[config.mk]
export PLATFORM = sky130hd
export DESIGN_NAME = sorted_priority_queue
export DESIGN_NICKNAME = d
export VERILOG_FILES = /design/src/rtl/spq_pkg.sv /design/src/rtl/spq_ram.sv /design/src/rtl/spq_ctrl.sv /design/src/rtl/sorted_priority_queue.sv
export SDC_FILE = /design/constraint.sdc
export NUM_CORES = 1
export LEC_CHECK = 0
export ABC_AREA = 1
export BUFFER_PORTS_ARGS = -buffer_cell sky130_fd_sc_hd__buf_2
export CORE_MARGIN = 3
export CORE_UTILIZATION = 35
export DETAILED_ROUTE_END_ITERATION = 10
export SYNTH_ARGS = -nofsm -noshare
export SYNTH_HDL_FRONTEND = slang
export SYNTH_HIERARCHICAL = 1
export SYNTH_SLANG_ARGS = --single-unit
[constraint.sdc]
create_clock -name clk -period 3.3 [get_ports clk]
set_clock_uncertainty 0.15 [all_clocks]
set_input_delay 0.33 -clock clk [delete_from_list [all_inputs] [get_ports clk]]
set_output_delay 0.33 -clock clk [all_outputs]
set_load 0.1 [all_outputs]
[src/rtl/spq_pkg.sv]
// ----------------------------------------------------------------------------
// spq_pkg - shared types and constants of the sorted priority queue
// Entry layout, request and status codes, sequencer states and the result
// word handed from the sequencer to the output stage.
// ----------------------------------------------------------------------------
package spq_pkg;

  // default number of entries held
  localparam int DEFAULT_CAPACITY = 16;

  // field widths of one stored entry
  localparam int RANK_W  = 4;
  localparam int LOAD_W  = 10;
  localparam int ID_W    = 10;
  localparam int ENTRY_W = RANK_W + LOAD_W + ID_W;

  // request word and result word widths
  localparam int MODE_W   = 2;
  localparam int STATUS_W = 2;
  localparam int COUNT_W  = 5;

  typedef logic [MODE_W-1:0]   mode_t;
  typedef logic [STATUS_W-1:0] status_t;
  typedef logic [ENTRY_W-1:0]  entry_t;

  // request codes
  localparam mode_t MODE_INSERT = 2'd0;
  localparam mode_t MODE_POP    = 2'd1;
  localparam mode_t MODE_PEEK   = 2'd2;

  // status codes
  localparam status_t STATUS_OK    = 2'd0;
  localparam status_t STATUS_EMPTY = 2'd1;
  localparam status_t STATUS_FULL  = 2'd2;

  // sequencer states
  typedef enum logic [2:0] {
    ST_IDLE,
    ST_HEAD,
    ST_SCAN,
    ST_KEY,
    ST_DONE
  } state_t;

  // result word from sequencer to output stage
  typedef struct packed {
    status_t              status;
    entry_t               entry;
    logic                 empty;
    logic [COUNT_W-1:0]   count;
  } result_t;

endpackage

[src/rtl/spq_ram.sv]
// ----------------------------------------------------------------------------
// spq_ram - entry store of the sorted priority queue
// Single write port and single read port, read data registered.
// ----------------------------------------------------------------------------
module spq_ram #(
  parameter int DEPTH = spq_pkg::DEFAULT_CAPACITY,
  parameter int AW    = $clog2(DEPTH)
) (
  input  logic                   clk,
  input  logic                   wr_en,
  input  logic [AW-1:0]          wr_addr,
  input  spq_pkg::entry_t        wr_data,
  input  logic                   rd_en,
  input  logic [AW-1:0]          rd_addr,
  output spq_pkg::entry_t        rd_data
);

  spq_pkg::entry_t mem [DEPTH];

  // write port
  always_ff @(posedge clk) begin
    if (wr_en) begin
      mem[wr_addr] <= wr_data;
    end
  end

  // registered read port
  always_ff @(posedge clk) begin
    if (rd_en) begin
      rd_data <= mem[rd_addr];
    end
  end

endmodule

[src/rtl/spq_ctrl.sv]
// ----------------------------------------------------------------------------
// spq_ctrl - request sequencer of the sorted priority queue
// Keeps the entries as a circular sorted list in the store. Pop and peek read
// the head; insert walks from the tail towards the head, moving each larger
// entry up one place per cycle, then writes the new entry into the gap.
// ----------------------------------------------------------------------------
module spq_ctrl #(
  parameter int CAPACITY = spq_pkg::DEFAULT_CAPACITY,
  parameter int IDXW     = $clog2(CAPACITY),
  parameter int CNTW     = $clog2(CAPACITY + 1)
) (
  input  logic                         clk,
  input  logic                         rst_n,
  // request word
  input  logic                         in_valid,
  output logic                         in_stall,
  input  spq_pkg::mode_t               in_mode,
  input  logic [spq_pkg::RANK_W-1:0]   in_priority_rank,
  input  logic [spq_pkg::LOAD_W-1:0]   in_load_time,
  input  logic [spq_pkg::ID_W-1:0]     in_item_id,
  // result word to output stage
  output logic                         res_valid,
  input  logic                         res_take,
  output spq_pkg::result_t             res,
  // store port
  output logic                         wr_en,
  output logic [IDXW-1:0]              wr_addr,
  output spq_pkg::entry_t              wr_data,
  output logic                         rd_en,
  output logic [IDXW-1:0]              rd_addr,
  input  spq_pkg::entry_t              rd_data
);

  spq_pkg::state_t  st_r, st_nxt;
  logic [IDXW-1:0]  head_r, head_nxt;
  logic [IDXW-1:0]  tail_r, tail_nxt;
  logic [IDXW-1:0]  cur_r, cur_nxt;
  logic [CNTW-1:0]  count_r, count_nxt;
  logic [CNTW-1:0]  left_r, left_nxt;
  logic             pop_r, pop_nxt;
  spq_pkg::entry_t  key_r, key_nxt;
  spq_pkg::entry_t  rent_r, rent_nxt;
  spq_pkg::status_t rstat_r, rstat_nxt;
  logic             accept;

  // circular index step forward
  function automatic logic [IDXW-1:0] idx_inc(input logic [IDXW-1:0] p);
    logic [IDXW-1:0] r;
    r = (p == IDXW'(CAPACITY - 1)) ? '0 : p + IDXW'(1);
    return r;
  endfunction

  // circular index step back
  function automatic logic [IDXW-1:0] idx_dec(input logic [IDXW-1:0] p);
    logic [IDXW-1:0] r;
    r = (p == '0) ? IDXW'(CAPACITY - 1) : p - IDXW'(1);
    return r;
  endfunction

  assign in_stall = (st_r != spq_pkg::ST_IDLE);
  assign accept   = in_valid && !in_stall;

  // result word, count taken after the update
  assign res_valid    = (st_r == spq_pkg::ST_DONE);
  assign res.status   = rstat_r;
  assign res.entry    = rent_r;
  assign res.empty    = (count_r == '0);
  assign res.count    = spq_pkg::COUNT_W'(count_r);

  // state and control registers
  always_ff @(posedge clk) begin
    if (!rst_n) begin
      st_r    <= spq_pkg::ST_IDLE;
      head_r  <= '0;
      tail_r  <= '0;
      count_r <= '0;
    end else begin
      st_r    <= st_nxt;
      head_r  <= head_nxt;
      tail_r  <= tail_nxt;
      count_r <= count_nxt;
    end
  end

  // working registers
  always_ff @(posedge clk) begin
    cur_r   <= cur_nxt;
    left_r  <= left_nxt;
    pop_r   <= pop_nxt;
    key_r   <= key_nxt;
    rent_r  <= rent_nxt;
    rstat_r <= rstat_nxt;
  end

  // next state and store accesses
  always_comb begin
    st_nxt    = st_r;
    head_nxt  = head_r;
    tail_nxt  = tail_r;
    cur_nxt   = cur_r;
    count_nxt = count_r;
    left_nxt  = left_r;
    pop_nxt   = pop_r;
    key_nxt   = key_r;
    rent_nxt  = rent_r;
    rstat_nxt = rstat_r;
    wr_en     = 1'b0;
    wr_addr   = tail_r;
    wr_data   = key_r;
    rd_en     = 1'b0;
    rd_addr   = head_r;

    unique case (st_r)
      spq_pkg::ST_IDLE: begin
        if (accept) begin
          key_nxt   = {in_priority_rank, in_load_time, in_item_id};
          rent_nxt  = '0;
          rstat_nxt = spq_pkg::STATUS_OK;
          pop_nxt   = (in_mode == spq_pkg::MODE_POP);
          st_nxt    = spq_pkg::ST_DONE;
          unique case (in_mode) inside
            spq_pkg::MODE_INSERT: begin
              if (count_r == CNTW'(CAPACITY)) begin
                rstat_nxt = spq_pkg::STATUS_FULL;
              end else if (count_r == '0) begin
                // first entry goes straight in
                wr_en     = 1'b1;
                wr_addr   = tail_r;
                wr_data   = {in_priority_rank, in_load_time, in_item_id};
                tail_nxt  = idx_inc(tail_r);
                count_nxt = count_r + CNTW'(1);
              end else begin
                // start the walk at the last entry
                rd_en    = 1'b1;
                rd_addr  = idx_dec(tail_r);
                cur_nxt  = idx_dec(tail_r);
                left_nxt = count_r;
                st_nxt   = spq_pkg::ST_SCAN;
              end
            end
            spq_pkg::MODE_POP, spq_pkg::MODE_PEEK: begin
              if (count_r == '0) begin
                rstat_nxt = spq_pkg::STATUS_EMPTY;
              end else begin
                rd_en   = 1'b1;
                rd_addr = head_r;
                st_nxt  = spq_pkg::ST_HEAD;
              end
            end
            default: begin
              // unused code: no change, ok status
            end
          endcase
        end
      end
      spq_pkg::ST_HEAD: begin
        rent_nxt = rd_data;
        if (pop_r) begin
          head_nxt  = idx_inc(head_r);
          count_nxt = count_r - CNTW'(1);
        end
        st_nxt = spq_pkg::ST_DONE;
      end
      spq_pkg::ST_SCAN: begin
        wr_en   = 1'b1;
        wr_addr = idx_inc(cur_r);
        if (rd_data > key_r) begin
          // larger entry moves up one place
          wr_data = rd_data;
          if (left_r == CNTW'(1)) begin
            st_nxt = spq_pkg::ST_KEY;
          end else begin
            rd_en    = 1'b1;
            rd_addr  = idx_dec(cur_r);
            cur_nxt  = idx_dec(cur_r);
            left_nxt = left_r - CNTW'(1);
          end
        end else begin
          // new entry lands after the first entry not larger
          wr_data   = key_r;
          tail_nxt  = idx_inc(tail_r);
          count_nxt = count_r + CNTW'(1);
          st_nxt    = spq_pkg::ST_DONE;
        end
      end
      spq_pkg::ST_KEY: begin
        // new entry becomes the head
        wr_en     = 1'b1;
        wr_addr   = cur_r;
        wr_data   = key_r;
        tail_nxt  = idx_inc(tail_r);
        count_nxt = count_r + CNTW'(1);
        st_nxt    = spq_pkg::ST_DONE;
      end
      spq_pkg::ST_DONE: begin
        if (res_take) begin
          st_nxt = spq_pkg::ST_IDLE;
        end
      end
      default: begin
        st_nxt = spq_pkg::ST_IDLE;
      end
    endcase
  end

  // occupancy never exceeds the store
  a_count_range: assert property (@(posedge clk) disable iff (!rst_n)
    count_r <= CNTW'(CAPACITY))
    else $error("occupancy above capacity");

  // occupancy moves by at most one per request
  a_count_step: assert property (@(posedge clk) disable iff (!rst_n)
    (count_r != $past(count_r)) |->
      (count_r == $past(count_r) + CNTW'(1) || count_r + CNTW'(1) == $past(count_r)))
    else $error("occupancy jumped");

  // no store write without a request in flight
  a_idle_no_write: assert property (@(posedge clk) disable iff (!rst_n)
    (st_r == spq_pkg::ST_IDLE && !in_valid) |-> !wr_en)
    else $error("store written while idle");

  // empty status only on an empty queue
  a_empty_status: assert property (@(posedge clk) disable iff (!rst_n)
    (res_valid && rstat_r == spq_pkg::STATUS_EMPTY) |-> (count_r == '0))
    else $error("empty status with entries held");

  // full status only on a full queue
  a_full_status: assert property (@(posedge clk) disable iff (!rst_n)
    (res_valid && rstat_r == spq_pkg::STATUS_FULL) |-> (count_r == CNTW'(CAPACITY)))
    else $error("full status with room left");

endmodule

[src/rtl/sorted_priority_queue.sv]
// ----------------------------------------------------------------------------
// sorted_priority_queue - sorted list priority queue for scheduler requests
// Holds up to CAPACITY entries ordered by rank, loading time and id; serves
// insert, pop smallest and peek smallest requests.
// ----------------------------------------------------------------------------
// Usage: one request word on the in_ channel (valid/stall), one result word
// on the out_ channel per request. A word moves at a clock edge with valid
// high and stall low.
// Steps: mode 3, full insert and empty pop or peek pass straight to the result
// state and then the output register; pop and peek first read the head; an
// insert into a queue of n entries walks back from the tail one entry a cycle,
// moving larger entries up through the single read and write port of the
// entry store, then writes the new entry. One request is worked on at a time.
// The output register lets a new request be accepted and worked on while the
// previous result waits; if out_stall is still high when the next result is
// ready, the sequencer holds it and in_stall stays high.
// Reset (rst_n low, synchronous) empties the queue and drops any result in
// flight; the store contents are not cleared and need no clearing pass.
// ----------------------------------------------------------------------------
module sorted_priority_queue #(
  parameter int CAPACITY = spq_pkg::DEFAULT_CAPACITY
) (
  input  logic                                 clk,
  input  logic                                 rst_n,
  // request channel
  input  logic                                 in_valid,
  output logic                                 in_stall,
  input  logic [spq_pkg::MODE_W-1:0]           in_mode,
  input  logic [spq_pkg::RANK_W-1:0]           in_priority_rank,
  input  logic [spq_pkg::LOAD_W-1:0]           in_load_time,
  input  logic [spq_pkg::ID_W-1:0]             in_item_id,
  // result channel
  output logic                                 out_valid,
  input  logic                                 out_stall,
  output logic [spq_pkg::STATUS_W-1:0]         out_status,
  output logic [spq_pkg::RANK_W-1:0]           out_out_priority,
  output logic [spq_pkg::LOAD_W-1:0]           out_out_load_time,
  output logic [spq_pkg::ID_W-1:0]             out_out_id,
  output logic                                 out_empty_flag,
  output logic [spq_pkg::COUNT_W-1:0]          out_entry_count
);

  localparam int IDXW = $clog2(CAPACITY);
  localparam int CNTW = $clog2(CAPACITY + 1);

  logic              wr_en;
  logic [IDXW-1:0]   wr_addr;
  spq_pkg::entry_t   wr_data;
  logic              rd_en;
  logic [IDXW-1:0]   rd_addr;
  spq_pkg::entry_t   rd_data;
  logic              res_valid;
  logic              res_take;
  spq_pkg::result_t  res;
  logic              out_valid_r, out_valid_nxt;
  spq_pkg::result_t  out_res_r;

  // request sequencer
  spq_ctrl #(
    .CAPACITY (CAPACITY),
    .IDXW     (IDXW),
    .CNTW     (CNTW)
  ) u_ctrl (
    .clk              (clk),
    .rst_n            (rst_n),
    .in_valid         (in_valid),
    .in_stall         (in_stall),
    .in_mode          (in_mode),
    .in_priority_rank (in_priority_rank),
    .in_load_time     (in_load_time),
    .in_item_id       (in_item_id),
    .res_valid        (res_valid),
    .res_take         (res_take),
    .res              (res),
    .wr_en            (wr_en),
    .wr_addr          (wr_addr),
    .wr_data          (wr_data),
    .rd_en            (rd_en),
    .rd_addr          (rd_addr),
    .rd_data          (rd_data)
  );

  // entry store
  spq_ram #(
    .DEPTH (CAPACITY),
    .AW    (IDXW)
  ) u_ram (
    .clk     (clk),
    .wr_en   (wr_en),
    .wr_addr (wr_addr),
    .wr_data (wr_data),
    .rd_en   (rd_en),
    .rd_addr (rd_addr),
    .rd_data (rd_data)
  );

  // output register takes a result when empty or being drained
  assign res_take      = res_valid && (!out_valid_r || !out_stall);
  assign out_valid_nxt = res_take || (out_valid_r && out_stall);

  always_ff @(posedge clk) begin
    if (!rst_n) begin
      out_valid_r <= 1'b0;
    end else begin
      out_valid_r <= out_valid_nxt;
    end
  end

  always_ff @(posedge clk) begin
    if (res_take) begin
      out_res_r <= res;
    end
  end

  // result word fields
  assign out_valid         = out_valid_r;
  assign out_status        = out_res_r.status;
  assign out_out_priority  = out_res_r.entry[spq_pkg::ENTRY_W-1 -: spq_pkg::RANK_W];
  assign out_out_load_time = out_res_r.entry[spq_pkg::ID_W +: spq_pkg::LOAD_W];
  assign out_out_id        = out_res_r.entry[spq_pkg::ID_W-1:0];
  assign out_empty_flag    = out_res_r.empty;
  assign out_entry_count   = out_res_r.count;

endmodule
After elaboration in Yosys (flattened, before gate mapping). Memory sizes are Yosys's and may differ from the RTL's. A register that Yosys moved wholly into a read port is not among the register bits. Index checks and enable logic that the tools add are counted. W data, S select, Z words.

Memories: 1. RAM bits: 384. Logic and storage cells: 149. Register bits after elaboration: 109. Input port bits: 30.

Add/sub/neg operators: 8. Reductions and logical operators: 28. Order comparisons: 1. Equality and inequality tests: 22. Mux-type cells: 74.

Memories: u_ram.mem (words 16, width 24, read ports 1, clocked after Yosys merged registers in 1, write ports 1, line spq_ram.sv:18) `spq_pkg::entry_t mem [DEPTH];`.

Operators with widths (number): $mux W24 (6); $pmux W24 S2 (2); $mux W4 (22); $mux W5 (12); $gt A24 B24 Y1 (1); $pmux W4 S2 (3); $mux W3 (7); $pmux W5 S4 (1); $reduce_and A7 Y1 (2); $add A4 B1 Y4 const B (3); $eq A4 B4 Y1 const B (3); $mux W1 (12); $pmux W3 S4 (1); $pmux W4 S3 (1); $ne A2 B1 Y1 const B (5); $ne A2 B2 Y1 const B (5); $pmux W5 S2 (1); $sub A5 B1 Y5 const B (2); $logic_not A4 Y1 (2); $sub A4 B1 Y4 const B (2); $eq A3 B2 Y1 const B (2); $pmux W1 S2 (3); $pmux W3 S2 (1); $reduce_and A2 Y1 (3); 22 further kinds (31).

Depth between registers and ports, before layout. Gate-level depths: netlist of run 1.

Word-level depth: 8. Depth in mapped cells: 26. Depth with buffers taken out: 24.

Hierarchy. The synthesis of run 1 kept the hierarchy.

Modules (own cells, without submodules): spq_ram (cells an instance 1597, instances 1, seq. area each 12251.8 um2, area an instance 17189.0 um2); spq_ctrl (cells an instance 601, instances 1, seq. area each 2122.0 um2, area an instance 5032.3 um2); sorted_priority_queue (cells an instance 38, instances 1, seq. area each 980.9 um2, area an instance 1006.0 um2).

Worst setup path after synthesis of run 1. No wires, ideal clock.

Kind: register to register. From: register u_ctrl.st_r[0]. To: memory u_ram/mem[12][0] (netlist name) (enable). Setup time: 0.405 ns. Setup slack: -0.105 ns. Arrival time: 2.850 ns. Data required time: 2.745 ns. Clock period less this slack: 3.405 ns. Buffers on the path: 1. Cell stages (with the launch flop): 11. Cells stage by stage: dfxtp_1 > nor2_4 > inv_4 > nor2_8 > nand2_4 > clkinv_2 > nand3_4 > clkbuf_1 > a21boi_0 > nand3_1 > nor2_1.

Word-level cells in the longest chain between the ends: 7.

Ends and longest elaborated chain: start, declared (line spq_ctrl.sv:34) `spq_pkg::state_t st_r, st_nxt;`; start signal, assigned (line spq_ctrl.sv:73) `st_r <= spq_pkg::ST_IDLE;`; start signal, assigned (line spq_ctrl.sv:78) `st_r <= st_nxt;`; $reduce_bool A3 Y1 (line spq_ctrl.sv:60) `assign in_stall = (st_r != spq_pkg::ST_IDLE);`; $logic_not A1 Y1 (line spq_ctrl.sv:61) `assign accept = in_valid && !in_stall;`; $logic_and A1 B1 Y1 (line spq_ctrl.sv:61); $mux W1 (line spq_ctrl.sv:115) `if (accept) begin`; $pmux W1 S2 * (line spq_ctrl.sv:113) `unique case (st_r)`; named net wr_en (line sorted_priority_queue.sv:46) `logic wr_en;`; $mux W1 * (line spq_ram.sv:22) `if (wr_en) begin`; $mux W1 (not written as such) * (line spq_ram.sv:23) `mem[wr_addr] <= wr_data;`; end, declared (line spq_ram.sv:18).

Mark *: on every way through the listed nets, which the timed path passes. The rest lies on a longest branch.

Final worst setup path of run 1.
From: register u_ram.rd_data[13], read port of u_ram.mem. To: register u_ram.rd_data[18], read port of u_ram.mem, data pin.

Word-level cells in the longest chain between the ends: 3.

Ends and longest elaborated chain: start, declared (line spq_ram.sv:15) `output spq_pkg::entry_t rd_data`; $gt A24 B24 Y1 (line spq_ctrl.sv:167) `if (rd_data > key_r) begin`; $mux W4 (line spq_ctrl.sv:167); $pmux W4 S2 (line spq_ctrl.sv:113); named net rd_addr[0] (line sorted_priority_queue.sv:50) `logic [IDXW-1:0] rd_addr;`.

The timed path passes the listed nets, and every way through them passes these cells. A chain may end at the register's enable or synchronous reset.

==> results of run 1 <==
synthesized netlist by cell type, types with 2 or more instances:
master and instances:
nor2_8 2, buf_2 51, buf_6 2, o211ai_1 3, a21oi_1 52, xor2_1 7
ha_1 38, o221ai_1 4, nand2_1 593, nor2_4 4, o21ai_1 25, buf_4 16
nand3_1 311, nand4_1 2, clkbuf_1 17, dfxtp_1 17, nor3b_1 2, inv_1 390
a21o_1 2, nor2_1 68, inv_2 8, o21bai_1 24, nand3b_1 2, nand3_2 4
xnor2_1 2, nor3_1 5, o21ai_0 50, nor2_2 3, a21boi_0 2, edfxtp_1 500
or2_2 2, a31oi_1 3, buf_1 10
layout by cell type, fill, tap and decap left out, drive strengths merged, types with 2 or more instances in the layout:
cell           n
a21o           2
o211ai         3
o21ai         75
nand3b         2
or2            2
xnor2          2
nor2          77
clkbuf        69
o21bai        24
inv          399
o221ai         4
edfxtp       500
nor3           6
nand4          3
a21boi         2
nand2        595
xor2           7
dfxtp         17
nor3b          2
ha            38
a31oi          3
clkinvlp       2
nand3        316
bufinv         6
dlygate4sd3   29
clkinv        28
buf          214
a21oi         53
flip-flops by register name, indices dropped and copies added, names as in the netlist:
register and count:
out_empty_flag 1, u_ctrl/rent_r 24, u_ram/mem 384, u_ctrl/rstat_r 2
out_status 2, u_ctrl/tail_r 4, u_ctrl/st_r 3, u_ctrl/head_r 4
out_out_priority 4, u_ram/rd_data 24, u_ctrl/key_r 24, out_valid 1
u_ctrl/pop_r 1, u_ctrl/left_r 5, out_entry_count 5, u_ctrl/cur_r 4
out_out_id 10, u_ctrl/count_r 5, out_out_load_time 10
routing by layer:
metal	vias to the layer above	share of wire	routed length, um	GRT usage
met2	676	0.47	29400	0.284
met1	7988	0.42	25900	0.234
met4	0	0.031	1960	0.0609
met3	117	0.079	4890	0.0239
met5	-	0	0	0
li1	7793	-	-	-
cell families after synthesis:
group / synth area share
AND/OR/NAND/NOR: 0.186
flip-flops: 0.661
buffers and inverters: 0.0865
AO/OA/AOI/OAI: 0.0411
adder cells (fa/ha/maj): 0.0213
XOR/XNOR: 0.00339
multiplexers: 0.000431
path summary, 6_finish.rpt:
check | end | from | slack (ps) | depth (start not counted)
worst min-delay path | u_ctrl/st_r[2] | in_valid | 70 | 4
worst min register to register | out_out_id[7] | u_ctrl/rent_r[7] | 270 | 0
worst max-delay path | u_ram/rd_data[18] | u_ram/rd_data[13] | -160 | 22
worst max register to register | u_ram/rd_data[18] | u_ram/rd_data[13] | -160 | 22
critical path: stages, from the launching register on:
cell and delay (ps):
edfxtp_1 540, ha_4 360, nand2_4 50, nor2_4 80, nand4_1 150, nor2_2 140
buf_4 130, nand3_4 70, nand2_4 90, nor2_4 50, inv_2 80, nand2_2 60
nand3_2 80, nand3_4 170, inv_8 160, buf_12 160, buf_12 140, buf_6 130
nand2_1 50, nand3_1 80, nand3_1 90, nand3_1 100, nand2_1 80
cell type report:
| cell class | count | share of cell area |
|---|---|---|
| multi-input cells | 1222 | 0.222 |
| repair buffers | 251 | 0.103 |
| clock inverters | 34 | 0.0128 |
| inverters | 401 | 0.0523 |
| well taps | 855 | 0.0367 |
| flip-flops and latches | 517 | 0.527 |
| clock buffers | 62 | 0.0463 |
through the flow:
step / hold slack, ps / instances
3_3_place_gp: 253 / 3183
5_1_grt: 77.1 / 3342
4_1_cts: 26.1 / 3328
2_1_floorplan: 250 / 2236
3_5_place_dp: 255 / 3183
6_report: 65.7 / 3342
power by group:
part | internal, W | switching [W] | leakage (nW)
Sequential | 0.00881 | 0.000227 | 4.70
Combinational | 0.00276 | 0.00529 | 6.64
Clock | 0.00341 | 0.00253 | 0.843
timing repair:
item / in CTS / in global routing
cloned: 7 / 10
resized for setup: 69 / 87
hold buffers: 29 / 0
hold endpoints to repair: 39 / 0
setup buffers: 15 / 6
pin swaps: 19 / 26
endpoints found under the setup margin: 24 / 94
==> flow_metrics.py, run 1 <==
metrics = {
    "logic_synthesis": {
        "yosysTopAreaCell": "edfxtp_1",
        "postSynthAreaPerCell_um2": 10.4,
        "async_reset_ff_frac": 0,
        "synth.top_cells.by_area": "edfxtp_1 65%, nand2_1 9.6%, nand3_1 6.7%",
        "synthDominantCellAreaShare": 0.646,
        "synthFlopType": "edfxtp_1",
        "ys_warn_count": 6,
        "synth_cell_type_count": 48,
        "synth_edf_count": 500,
        "synthCells": 2236,
        "syn-num-nets": 2305,
        "syn_area_um2": 23200,
        "yosys_register_bits": 517,
        "seq_area_frac_synth": 0.661,
    },
    "run_status": {
        "violations": "setup timing",
        "status": "finished with violations",
    },
    "critical_path": {
        "end_kind": "flip-flop",
        "critPathMaxFanout": 6,
        "crit_required_ps": 3520,
        "critPathArrivalTime_ps": 3680,
        "criticalPathCategory": "reg2reg",
        "startpoint_type": "flip-flop",
    },
    "pwr": {
        "finalPower_w": 0.0230,
        "leakage_nw": 12.2,
        "vdd_drop_max_mv": 0.492,
        "p_per_area_nw_per_um2": 790,
    },
    "die": {
        "coreArea_um2": 65000,
        "fp.dieH_um": 264,
        "die_w_um": 264,
        "die-area_um2": 69500,
        "io_pins": 64,
        "fp-row-count": 93,
        "start_util": 0.357,
    },
    "clock_tree": {
        "clk_pin_slew_worst_paths_ps": 60,
        "cts_buffer_depth": 3,
        "clkLatencyLatePin_ps": 630,
        "clockRootBuffer": "clkbuf_16",
        "clkSinkCount": 517,
        "h-tree-depth": 2,
        "numCtsBuffers": 52,
        "cts_tree": "yes",
    },
    "global_routing": {
        "grt_pass1_wl_um": 92800,
        "grtUsageTotal": 0.173,
        "antenna_found_initial": 3,
        "grt_pass1_vias": 15721,
        "grt_max_degree": 49,
        "grt_overflow": 0,
    },
    "cells_and_area": {
        "fillers": 5813,
        "multi_input_area_um2": 6470,
        "seq_area_um2": 15400,
        "nNetsFinal": 2514,
        "drive_gt1_frac": 0.183,
        "area_growth_pct": 25.5,
        "antennaDiodeCount": 0,
        "finalInstanceArea_um2": 29200,
        "utilization": 0.448,
    },
    "sta": {
        "min_period_ps": 3460,
        "worstMarginPinSlew_ps": 519,
        "max_slew_margin": 0.657,
        "final-setup-viol-count": 22,
        "final.period_utilization": 1.05,
        "slew_viol_final": 0,
        "clock.fmax_mhz": 289,
        "rsz0062_at_grt": "true",
        "finalHoldViolations": 0,
        "finalSetupTns_ps": -1430,
        "fin_ws_ps": -158,
    },
    "placed_design": {
        "dpl.hpwl_um": 37700,
        "post-place-ws_ps": -331,
        "routabilityCongestion": 0.866,
        "port_buffers": 63,
        "place_area_um2": 26000,
    },
    "drt": {
        "drt_first_iter_violations": 1647,
        "wl_per_cell_um": 18.6,
        "wl_um": 62200,
        "drt_drc_violations_left": 0,
        "ant_nets": 0,
        "vias": 16574,
        "firstDrtPassIters": 5,
        "routed_via_density": 4.96,
    },
    "flow_run": {
        "drv_cap": 0,
    },
    "min_path": {
        "hold_path.class": "in2reg",
    },
}
Power figures use the tool's default switching activity.
==> run 2, diff against run 1 <==
Settings changed: CORE_UTILIZATION 35 to 50, PLACE_DENSITY from default to 0.66.
Clock period 3.3 ns to 4.2 ns, I/O delays scaled along.
==> flow_metrics.py, run 2 (same netlist as run 1, synthesis figures left out) <==
metrics = {
    "flow_run": {
        "drv_cap": 0,
    },
    "pwr": {
        "clkPwrFrac": 0.274,
        "p_sw_w": 0.00578,
        "p_comb_frac": 0.291,
        "p_per_area_nw_per_um2": 623,
        "leakage_nw": 11.1,
        "seqPwrFrac": 0.435,
        "vdd_drop_max_mv": 0.502,
        "sw_frac_of_total": 0.352,
        "p_int_w": 0.0106,
        "finalPower_w": 0.0164,
    },
    "sta": {
        "min_period_ps": 3860,
        "max_slew_margin": 0.0370,
        "finalSetupTns_ps": 0,
        "finalHoldViolations": 0,
        "slew_viol_final": 0,
        "rsz0062_at_grt": "false",
        "final.period_utilization": 0.920,
        "worstMarginPinSlew_ps": 1440,
        "clock.fmax_mhz": 259,
        "final-setup-viol-count": 0,
    },
    "placed_design": {
        "place_area_um2": 24400,
        "dpl.hpwl_um": 32700,
        "port_buffers": 63,
        "routabilityCongestion": 0.857,
    },
    "die": {
        "io_pins": 64,
        "fp-row-count": 78,
        "die-area_um2": 49100,
        "fp.dieH_um": 222,
        "coreArea_um2": 45700,
        "die_w_um": 222,
        "start_util": 0.509,
    },
    "drt": {
        "vias": 16042,
        "routed_via_density": 5.39,
        "wl_um": 58100,
        "drt_first_iter_violations": 1812,
        "ant_nets": 0,
        "drt_drc_violations_left": 0,
        "wl_per_cell_um": 19.5,
        "firstDrtPassIters": 5,
    },
    "global_routing": {
        "antenna_found_initial": 0,
        "grtUsageTotal": 0.234,
        "grt_pass1_wl_um": 88900,
        "grt_max_degree": 97,
        "grt_pass1_vias": 15213,
        "grt_overflow": 0,
    },
    "cells_and_area": {
        "top_register": "u_ram/mem",
        "final_cell_mix": "593 x nand2_1, 500 x edfxtp_1, 389 x inv_1",
        "drive_gt1_frac": 0.0993,
        "mostFrequentLayoutCell": "nand2_1",
        "finalInstanceArea_um2": 26300,
        "area_growth_pct": 13.4,
        "largest_register_ffs": 384,
        "antennaDiodeCount": 0,
        "nNetsFinal": 2402,
        "utilization": 0.577,
    },
    "clock_tree": {
        "clockRootBuffer": "clkbuf_16",
        "clkSinkCount": 517,
        "cts_tree": "yes",
        "cts_setup_buffers": 0,
        "cts_buffer_depth": 3,
        "h-tree-depth": 2,
        "numCtsBuffers": 53,
        "clk_pin_slew_worst_paths_ps": 60,
        "clkLatencyLatePin_ps": 600,
    },
    "critical_path": {
        "criticalPathCategory": "reg2reg",
        "timing.rr.end": "u_ram/rd_data[10]",
        "r2r_setup_slack_ps": 340,
        "critPathArrivalTime_ps": 4040,
        "end_kind": "flip-flop",
        "reg2reg_depth": 19,
        "crit_required_ps": 4370,
        "rr_startpoint": "u_ram/rd_data[21]",
        "startpoint_type": "flip-flop",
        "critPathMaxFanout": 36,
    },
    "min_path": {
        "min_from": "rst_n",
        "hold_path.class": "in2reg",
        "min_to": "out_valid",
        "hold_depth": 3,
    },
    "run_status": {
        "status": "completed",
    },
}
==> run 2: power groups by stage <==
stage | registers (W) | clock network (W) | logic [W]
finish | 0.00713 | 0.00450 | 0.00478
global route | 0.00717 | 0.00478 | 0.00521
CTS | 0.00714 | 0.00457 | 0.00474
detailed placement | 0.00724 | 0 | 0.00470
global placement | 0.00721 | 0 | 0.00460
floorplan | 0.00782 | 0 | 0.00267
==> run 2: per-layer routing <==
metal,routed length (um),vias to the layer above,GRT usage
li1,-,7562,-
met1,24100,7681,0.323
met2,27700,683,0.387
met3,4690,116,0.0323
met4,1580,0,0.0786
met5,0,-,0
==> run 2: how the worst max path moves through the flow <==
| stage | start | to | slack, ps |
|---|---|---|---|
| floorplan | u_ctrl/st_r[0] | u_ram/mem[12][0] | 790 |
| global placement | u_ram/rd_data[21] | u_ram/rd_data[12] | 450 |
| detailed placement | u_ram/rd_data[21] | u_ram/rd_data[12] | 390 |
| CTS | u_ram/rd_data[21] | u_ram/rd_data[10] | 380 |
| global route | u_ram/rd_data[21] | u_ram/rd_data[10] | 30 |
| finish | u_ram/rd_data[21] | u_ram/rd_data[10] | 340 |
==> run 2: stage by stage <==
stage	hold slack [ps]	setup slack, ps	instances
3_5_place_dp	256	392	2852
5_1_grt	37.6	30.5	2977
4_1_cts	15.7	377	2977
6_report	43.2	337	2977
3_3_place_gp	253	448	2852
2_1_floorplan	250	795	2236
==> run 2: area by class of cell <==
type                    count  area, um2
multi-input cells        1222       6030
well taps                 600        751
clock buffers              63       1360
flip-flops and latches    517      15400
clock inverters            36        283
inverters                 401       1510
repair buffers            138       1040
fillers                  3737      19300
==> run 2: repair_timing <==
| item | 4_1_cts | 5_1_grt |
|---|---|---|
| endpoints found under the hold margin | 26 | 0 |
| hold buffers | 26 | 0 |
| resized for setup | 0 | 0 |
==> run 2: worst max-delay path, cell delays in order, from the launching register on <==
cell      delay, ps
edfxtp_1        510
ha_1            360
nand2_1          60
nor2_1          120
nand2_1         140
nor2_2          180
nand2_1          80
nand3_2         120
nand2_1         100
nor2_2          190
nand2_1          80
nand3_1         130
nand3_4         150
inv_4           280
buf_4           410
nand2_1          90
nand3_1          80
nand3_1         120
nand3_1          90
nand2_1         120
==> run 3, diff against run 2 <==
Settings changed: CORE_MARGIN 3 to 1.5, CORE_UTILIZATION 50 to 25, PLACE_DENSITY 0.66 to default, REMOVE_ABC_BUFFERS from default to 1.
==> flow_metrics.py, run 3 (same netlist as run 1, synthesis figures left out) <==
metrics = {
    "cells_and_area": {
        "multi_input_area_um2": 6030,
        "mostFrequentLayoutCell": "nand2_1",
        "final_cell_mix": "593 x nand2_1, 500 x edfxtp_1, 389 x inv_1",
        "largest_register_ffs": 384,
        "area_growth_pct": 18.7,
        "finalInstanceArea_um2": 27600,
        "top_register": "u_ram/mem",
        "nNetsFinal": 2427,
        "seq_area_um2": 15400,
        "fillers": 9383,
        "stdcell_count": 3648,
        "drive_gt1_frac": 0.112,
    },
    "sta": {
        "final-setup-viol-count": 0,
        "max_slew_margin": 0.168,
        "slew_viol_final": 0,
        "worstMarginPinSlew_ps": 1250,
        "clock.fmax_mhz": 264,
        "final.period_utilization": 0.901,
        "finalHoldViolations": 0,
        "rsz0062_at_grt": "false",
        "whs_ps": 33.7,
        "min_period_ps": 3790,
    },
    "drt": {
        "firstDrtPassIters": 5,
        "wl_um": 64100,
        "wl_per_cell_um": 17.6,
        "vias": 16155,
        "ant_nets": 0,
        "drt_drc_violations_left": 0,
        "drt_first_iter_violations": 1663,
        "routed_via_density": 4.43,
    },
    "placed_design": {
        "place_area_um2": 25600,
        "dp_cells": 3519,
        "dpl.hpwl_um": 36700,
        "routabilityCongestion": 0.815,
        "port_buffers": 63,
    },
    "clock_tree": {
        "clkSinkCount": 517,
        "clk_pin_slew_worst_paths_ps": 60,
        "cts_buffer_depth": 3,
        "clockRootBuffer": "clkbuf_16",
        "clkLatencyLatePin_ps": 620,
        "numCtsBuffers": 54,
        "cts_setup_buffers": 0,
        "cts_tree": "yes",
        "cts_resized": 0,
        "h-tree-depth": 2,
    },
    "die": {
        "fp-row-count": 111,
        "start_util": 0.253,
        "coreArea_um2": 91800,
        "die_w_um": 308,
        "die-area_um2": 94700,
        "fp.dieH_um": 308,
        "io_pins": 64,
    },
    "pwr": {
        "p_sw_w": 0.00595,
        "p_per_area_nw_per_um2": 613,
        "sw_frac_of_total": 0.352,
        "vdd_drop_max_mv": 0.365,
        "p_int_w": 0.0109,
        "p_comb_frac": 0.298,
        "seqPwrFrac": 0.420,
        "leakage_nw": 11.3,
        "finalPower_w": 0.0169,
        "clkPwrFrac": 0.282,
    },
    "critical_path": {
        "crit_required_ps": 4410,
        "cp_common_cell": "nand2_1",
        "worst-path-stages": 19,
        "end_kind": "flip-flop",
        "startpoint_type": "flip-flop",
        "cpMaxStageDelayCell": "edfxtp_1",
        "cp_top_family": "simple AND/OR/NAND/NOR gates",
        "path_cells": "ha_1, nand2_1, nor2_1, nand4_1, nor2_2, nand2_1, nand3_2, nand2_1, nor2_2, inv_1, nand2_1, nand3_1, nand3_4, clkinv_2, buf_12, nand3_1, nand3_1, nand3_1, nand2_1",
        "slowest_delay_ps": 420,
        "reg2reg_depth": 19,
        "critPathArrivalTime_ps": 4000,
        "crit_buf_inv": 3,
        "criticalPathCategory": "reg2reg",
        "critPathMaxFanout": 47,
        "r2r_setup_slack_ps": 410,
    },
    "min_path": {
        "hold_depth": 3,
        "hold_path.class": "in2reg",
    },
    "global_routing": {
        "grt_pass1_vias": 15264,
        "antenna_found_initial": 6,
        "grtUsageTotal": 0.134,
        "grt_pass1_wl_um": 95300,
        "grt_overflow": 0,
        "grt_max_degree": 118,
    },
    "flow_run": {
        "drv_cap": 0,
    },
    "run_status": {
        "status": "completed",
    },
}
-- run 3: cell types whose count changed in the layout (fill, tap and decap cells not counted), moves of 2 or more --
cell,change
clkinv_1,-12
buf_4,+13
clkinvlp_4,+3
buf_12,+11
clkinv_2,+2
clkbuf_1,+5
-- run 3: final timing paths --
| path | from | to |
|---|---|---|
| max reg2reg | u_ram/rd_data[15] | u_ram/rd_data[22] |
| max | u_ram/rd_data[15] | u_ram/rd_data[22] |
| min reg2reg | u_ctrl/rent_r[4] | out_out_id[4] |
| min | rst_n | out_valid |
-- run 3: per-stage QoR --
| step | worst slack (ps) | util | setup TNS (ps) |
|---|---|---|---|
| floorplan | -4620 | - | -110760 |
| finish | 414 | 0.300 | 0 |
| global placement | 448 | 0.278 | 0 |
| CTS | 462 | 0.300 | 0 |
| detailed placement | 451 | 0.278 | 0 |
| global route | 153 | 0.300 | 0 |
-- run 3: worst reg2reg max path: cells and delay by family, from the launching register on --
kind | cells | cell delay, ps
fa+ha+maj | 1 | 320
buf+inv | 3 | 740
flops | 1 | 420
simple gates | 15 | 1910
-- run 3: timing repair --
action	in CTS	in global routing
hold buffers	26	0
endpoints found under the hold margin	26	0
setup endpoints to repair	0	0
-- run 3: routing by layer --
layer  vias to the layer above  GRT usage  wire length [um]
li1                       7614          -                 -
met1                      7766      0.192             29100
met2                       657      0.205             27800
met3                       106     0.0250              5700
met4                        12     0.0376              1400
met5                         -          0                72
-- run 3: area by class of cell --
class / count / area share
sequential: 517 / 0.557
multi-input combinational: 1222 / 0.219
tap: 1243 / 0.0564
inverter: 401 / 0.0550
clock buffer: 70 / 0.0515
timing repair buffer: 162 / 0.0494
clock inverter: 32 / 0.0123
antenna: 1 / 0.0000908
-- run 3: power groups by stage --
stage | Combinational (W) | Sequential, W | Clock [W]
global placement | 0.00493 | 0.00719 | 0
CTS | 0.00504 | 0.00710 | 0.00487
finish | 0.00504 | 0.00710 | 0.00476
floorplan | 0.00263 | 0.00782 | 0
detailed placement | 0.00500 | 0.00720 | 0
global route | 0.00551 | 0.00714 | 0.00505
